[src/sv/wcg_pkg.sv]
// wcg_pkg: constants, types and weight table for the window coefficient generator.
// Used by wcg_cell, wcg_cos and window_coefficient_generator; depends on nothing.
`default_nettype none

package wcg_pkg;

	localparam int MAX_LENGTH           = 2048;
	localparam int RESULT_BITS          = 8;
	localparam int RESULT_FRACTION_BITS = 7;

	localparam int KIND_BITS   = 3;
	localparam int LEN_BITS    = 12;
	localparam int INDEX_BITS  = 11;
	localparam int DEN_BITS    = $clog2(MAX_LENGTH);
	localparam int NUM_TERMS   = 3;
	localparam int KN_BITS     = INDEX_BITS + 2;
	localparam int PHASE_BITS  = 16;
	localparam int NUM_CELLS   = KN_BITS + PHASE_BITS;
	localparam int COS_STAGES  = 6;
	localparam int SUM_BITS    = 34;
	localparam int SUM_SHIFT   = 30 - RESULT_FRACTION_BITS;

	localparam int ADDR_BITS = 3;
	localparam logic [ADDR_BITS-1:0] ADDR_KIND   = 3'd0;
	localparam logic [ADDR_BITS-1:0] ADDR_LENGTH = 3'd4;

	localparam logic [KIND_BITS-1:0] KIND_RECT    = 3'd0;
	localparam logic [KIND_BITS-1:0] KIND_HANN    = 3'd1;
	localparam logic [KIND_BITS-1:0] KIND_HAMMING = 3'd2;
	localparam logic [KIND_BITS-1:0] KIND_BH3     = 3'd3;
	localparam logic [KIND_BITS-1:0] KIND_BH4     = 3'd4;

	localparam logic [KIND_BITS-1:0] KIND_RESET   = KIND_HAMMING;
	localparam logic [LEN_BITS-1:0]  LENGTH_RESET = LEN_BITS'(MAX_LENGTH);

	// quarter-wave cosine polynomial, Q30
	localparam logic [31:0] COS_A   = 32'd1324675879;
	localparam logic [31:0] COS_B   = 32'd272375560;
	localparam logic [31:0] COS_C   = 32'd22401992;
	localparam logic [31:0] COS_D   = 32'd987049;
	localparam logic [31:0] Q30_ONE = 32'd1073741824;

	localparam logic signed [SUM_BITS-1:0] RES_MAX =
		SUM_BITS'((64'sd1 <<< (RESULT_BITS - 1)) - 64'sd1);
	localparam logic signed [SUM_BITS-1:0] RES_MIN =
		SUM_BITS'(-(64'sd1 <<< (RESULT_BITS - 1)));
	localparam logic signed [SUM_BITS-1:0] TRUNC_BIAS =
		SUM_BITS'((64'sd1 <<< SUM_SHIFT) - 64'sd1);

	typedef struct packed {
		logic [DEN_BITS-1:0]   rem;
		logic [KN_BITS-1:0]    kn;
		logic [PHASE_BITS-1:0] phase;
	} div_lane_t;

	typedef struct packed {
		logic                            valid;
		div_lane_t [NUM_TERMS-1:0]       lane;
	} div_word_t;

	typedef struct packed {
		logic [15:0] a0;
		logic [14:0] a1;
		logic [14:0] a2;
		logic [14:0] a3;
	} weights_t;

	function automatic weights_t kind_weights(input logic [KIND_BITS-1:0] kind);
		weights_t w;
		case (kind)
			KIND_HANN:    w = '{16'd16384, 15'd16384, 15'd0,    15'd0};
			KIND_HAMMING: w = '{16'd17695, 15'd15073, 15'd0,    15'd0};
			KIND_BH3:     w = '{16'd13868, 15'd16304, 15'd2596, 15'd0};
			KIND_BH4:     w = '{16'd11756, 15'd16000, 15'd4629, 15'd383};
			default:      w = '{16'd32768, 15'd0,     15'd0,    15'd0};
		endcase
		return w;
	endfunction

endpackage

`default_nettype wire

[src/sv/wcg_cell.sv]
// wcg_cell: one restoring-division step for all three phase lanes.
// Depends on wcg_pkg.
`default_nettype none

module wcg_cell (
	input  wire                               clk,
	input  wire                               arst_n,
	input  wire                               en,
	input  wire  [wcg_pkg::DEN_BITS-1:0]      den,
	input  wire  [wcg_pkg::NUM_TERMS-1:0]     dbit,
	input  wcg_pkg::div_word_t                in_word,
	output wcg_pkg::div_word_t                out_word
);
	import wcg_pkg::*;

	logic                      valid_q;
	div_lane_t [NUM_TERMS-1:0] lane_q;
	div_lane_t [NUM_TERMS-1:0] lane_d;

	always_comb begin
		for (int l = 0; l < NUM_TERMS; l++) begin
			logic [DEN_BITS:0] rs;
			logic              qb;
			rs = {in_word.lane[l].rem, dbit[l]};
			qb = (rs >= {1'b0, den});
			lane_d[l].kn    = in_word.lane[l].kn;
			lane_d[l].rem   = qb ? DEN_BITS'(rs - {1'b0, den}) : DEN_BITS'(rs);
			lane_d[l].phase = {in_word.lane[l].phase[PHASE_BITS-2:0], qb};
		end
	end

	always_ff @(posedge clk or negedge arst_n) begin
		if (!arst_n) begin
			valid_q <= 1'b0;
		end else if (en) begin
			valid_q <= in_word.valid;
		end
	end

	always_ff @(posedge clk) begin
		if (en) begin
			lane_q <= lane_d;
		end
	end

	assign out_word = {valid_q, lane_q};

`ifndef SYNTH
	a_adv_valid: assert property (@(posedge clk) disable iff (!arst_n)
		en && in_word.valid |=> valid_q)
		else $error("cell dropped a word");
	a_adv_bubble: assert property (@(posedge clk) disable iff (!arst_n)
		en && !in_word.valid |=> !valid_q)
		else $error("cell invented a word");
	a_hold: assert property (@(posedge clk) disable iff (!arst_n)
		!en && valid_q |=> valid_q && $stable(lane_q))
		else $error("cell word changed during stall");
`endif

endmodule

`default_nettype wire

[config.mk]
export PLATFORM = sky130hd
export DESIGN_NAME = wcg_cell
export DESIGN_NICKNAME = d
export VERILOG_FILES = /design/src/sv/wcg_pkg.sv /design/src/sv/wcg_cell.sv
export SDC_FILE = /design/constraint.sdc
export NUM_CORES = 1
export LEC_CHECK = 0
export BUFFER_PORTS_ARGS = -buffer_cell sky130_fd_sc_hd__buf_2
export CORE_ASPECT_RATIO = 0.6
export CORE_MARGIN = 3
export CORE_UTILIZATION = 23
export CTS_CLUSTER_DIAMETER = 30
export CTS_CLUSTER_SIZE = 10
export DETAILED_ROUTE_END_ITERATION = 10
export GPL_TIMING_DRIVEN = 0
export SLEW_MARGIN = 20
export SYNTH_ARGS = -nofsm -noshare
export SYNTH_HDL_FRONTEND = slang
export SYNTH_SLANG_ARGS = --single-unit
[constraint.sdc]
create_clock -name clk -period 2 [get_ports clk]
set_input_delay 0.3 -clock clk [delete_from_list [all_inputs] [get_ports clk]]
set_output_delay 0.3 -clock clk [all_outputs]
set_load 0.02 [all_outputs]
Word-level counts from Yosys, hierarchy flattened
Cells that the tools add are included.

operators by class
  magnitude comparators = 3
  add/subtract/negate cells = 3
  multiplexer cells = 3

operators with widths
  cell            number
  $ge 12x11->1    3
  $mux 11         3
  $sub 11x11->11  3

storage, ports and cells
  flip-flop bits (word level) = 121

Longest topological paths before layout
  depth after elaboration = 2
  mapped depth = 10
  gate-level depth less buffers = 9

Worst setup path after synthesis
No wires, ideal clock.

  path type = input -> register
  start = input port dbit[2] in the netlist's numbering
  end = register lane_q (netlist bit out_word[112]), data pin
  path buffers = 1
  stages = 10
  data arrival time = 2.211 ns
  slack = -0.472 ns
  data required time = 1.740 ns
  library setup time = 0.260 ns
  cell sequence = inv_1 -> ha_1 -> fa_1 -> nand2b_1 -> a21oi_2 -> a41o_1 -> a21oi_2 -> o31ai_4 -> buf_12 -> mux2_4

RTL lines
  element               line            text
  from (decl)           wcg_cell.sv:10  input wire [wcg_pkg::NUM_TERMS-1:0] dbit,
  to (signal assigned)  wcg_cell.sv:42  lane_q <= lane_d;
  to (decl)             wcg_cell.sv:17  div_lane_t [NUM_TERMS-1:0] lane_q;

==> summary.md <==
| Metric | Value |
|---|---|
| Status | `complete, but fails checks` |
| Failing checks | `negative setup slack` |
| Largest net degree at the start of global routing | `75` |
| Post-synthesis cell type count | `48` |
| Vias/cell | `about 4.2` |
| CP top delay family | `compound AO/OA/AOI/OAI gates` |
| Fin crit share | `1.01` |
| Clock Latency Late Sink | `around 410 ps` |
| Setup crit end kind | `flip-flop` |
| Unrepaired setup endpoints after global routing | `true` |
| Clock buffer depth | `2` |
| Share of cells above drive strength 1 | `0.568` |
| Num CTS Buffers | `17` |
| Net Count, Synth | `531` |
| Fmax | `495 MHz` |
| Synthesized area | `0.00558 sq mm` |
| Relative slew slack | `0.699` |
| Port Buf Inserts | `255` |
| Final worst setup slack | `-18.2 ps` |
| DP HPWL | `13,000 um` |
| Startpoint Class | `primary input` |
| Final setup violation count | `5` |
| Leakage power | `~0.0037 uW` |
| Most common cell in the netlist | `edfxtp_1` |
| Global-route usage over all layers | `0.129` |
| Die area | `0.0262 sq mm` |
| DR pass1 iterations | `4` |
| Syn Inst Count | `357` |
| Nets | `roughly 830` |
| Final WL | `17,000 um` |
| Yosys top cell area share | `0.646` |
| Pre-CTS setup slack | `-773 ps` |
| Grt ovf | `0` |
| FF+latch count, synth | `~120` |
| Max Cap Violations | `0` |
| First-pass GRT wire length | `25,000 um` |
| H-tree Lvls | `4` |
| Routed vias | `4,096` |
| IO Count | `about 260` |
| Synth area leaders | `edfxtp_1 (65%), ha_1 (7.4%), xnor2_1 (3.0%)` |
| Final hold vios | `0` |
| CP max stage delay | `around 360 ps` |
| Area grow syn2layout | `49.7%` |
| Vias in the first global route | `between 4k and 5k` |
| Arrival @ worst endpoint | `2180 ps` |
| Primary FF master, synth | `edfxtp_1` |
| WP data required | `roughly 2200 ps` |
| Met1 WL | `7900 um` |
| Class of the most critical setup path | `in2reg` |
| RePlAce Congestion | `around 0.8` |
| Die height | `around 130 um` |
| Post-synth top cells | `edfxtp_1 (120), ha_1 (33), a21oi_1 (22), xnor2_1 (19), inv_1 (18)` |
| Post-synth EDFFs | `between 100 and 150` |
| Worst VDD drop | `around 0.54 mV` |
| CTS tree | `yes` |
| Max FO, Critical Path | `5` |
| Core region area | `0.0235 sq mm` |
| Yosys warns | `0` |
| CTS sink count | `approximately 120` |
| Ant diodes | `0` |
| Core Util, Final | `0.356` |
| Worst path bufs/invs | `2` |
| Met2 routed WL | `roughly 7700 um` |
| Async set or reset register ratio after synthesis | `0.00826` |
| Least-Margin Pin Slew | `451 ps` |
| Remaining antenna violation count after routing | `0` |
| Highest routed layer | `met5` |
| Worst hold path class | `in2reg` |
| Initial antenna violation count | `2` |
| Pwr/cell area | `956 mW/mm^2` |
| Met3 Routed Length | `1210 um` |
| Drt wl/cell | `17.3 um` |
| Die Span X | `207 um` |
| Initial Util | `0.238` |
| 1st-iter DRT viols | `155` |
| Sequential area share after synthesis | `0.650` |
| Fin crit period | `2020 ps` |
| Syn Area/Cell | `15.6 sq um` |
| Setup Skew | `0 ps` |
| Clock Pin Slew Worst Setup and Hold Paths | `60 ps` |
| Clk Tree Root Cell | `clkbuf_16` |
| DRC | `0` |
| Crit path cell chain | `buf_12 -> ha_4 -> fa_2 -> nand2b_4 -> a21oi_4 -> a41o_1 -> a31oi_2 -> o21ai_2 -> buf_6 -> mux2_4` |
| Crit path max-delay cell type | `fa_2` |
| Cell accounting for the most synthesized area | `edfxtp_1` |
| # rows | `43` |
| Final Max Tran Viols | `0` |
metal layers:
metal / global-route usage / up-vias
met2: 0.194 / 159
met1: 0.173 / 1940
met4: 0.0383 / 4
li1: - / 1977
met5: 0 / -
met3: 0.0502 / 16
cell type report:
| class | count | area, sq um |
|---|---|---|
| multi-input combinational | 214 | 2060 |
| buffer | 4 | 50.0 |
| tap | 315 | 394 |
| clock inverter | 15 | 165 |
| timing repair buffer | 277 | 1530 |
| sequential | 121 | 3630 |
| clock buffer | 17 | 425 |
| inverter | 18 | 109 |
| fill | 2357 | 15100 |
where the power goes:
| group | internal, uW | leakage, uW | switching, uW |
|---|---|---|---|
| Sequential | 3100 | 0.00119 | 60.8 |
| Clock | 1860 | 0.000285 | 1230 |
| Combinational | 773 | 0.00221 | 967 |
timing repair:
action | CTS | global route
hold endpoints to repair | 1 | 0
setup buffers | 15 | 3
endpoints found under the setup margin | 33 | 33
hold buffers | 1 | 0
pin swaps | 12 | 3
cloned | 2 | 0
resized for setup | 19 | 20
cells by family after synthesis:
| kind of cell | share of synthesized area |
|---|---|
| flops | 0.650 |
| compound gates | 0.0966 |
| simple gates | 0.0379 |
| fa+ha+maj | 0.0847 |
| mux | 0.0720 |
| xor+xnor | 0.0377 |
| buf+inv | 0.0211 |
metrics by stage:
| stage | hold WS (ps) | cell area (sq um) | instances | total power (uW) | setup TNS (ps) |
|---|---|---|---|---|---|
| final | 56.2 | 8360 | 981 | 7990 | -52.5 |
| after floorplan | 4.41 | 5780 | 357 | 4260 | -8240 |
| after CTS | 23.8 | 8260 | 978 | 8110 | -48.0 |
| after detailed placement | 75.5 | 7480 | 928 | 4870 | -21840 |
| after global routing | 20.6 | 8360 | 981 | 8380 | -769 |
| after global placement | 75.4 | 7450 | 927 | 4860 | -126430 |
cells in the final DEF (no fill, tap or decap), drive strengths merged, types with 5 or more instances in the layout:
master	n
mux2i	6
o21ai	12
a21o	7
clkbuf	18
nor2	16
mux2	28
inv	23
nand2b	5
edfxtp	120
xnor2	19
ha	33
xor2	5
clkinv	5
nand2	12
buf	279
a21oi	27
worst paths after layout:
path / slack, ps / depth (start not counted) / start / endpoint
worst max-delay path: -20 / 10 / den[0] / out_word[78]
worst min-delay path: 60 / 1 / in_word[65] / out_word[65]
worst max register to register: 1260 / 1 / valid_q / valid_q
worst min register to register: 510 / 1 / valid_q / valid_q
max in group asynchronous: 1740 / 2 / arst_n / valid_q
min in group asynchronous: 180 / 2 / arst_n / valid_q
flip-flops by register name (all words and copies together), names as in the netlist:
signal	cells
valid_q	1
out_word	120
Power figures use the tool's default switching activity.
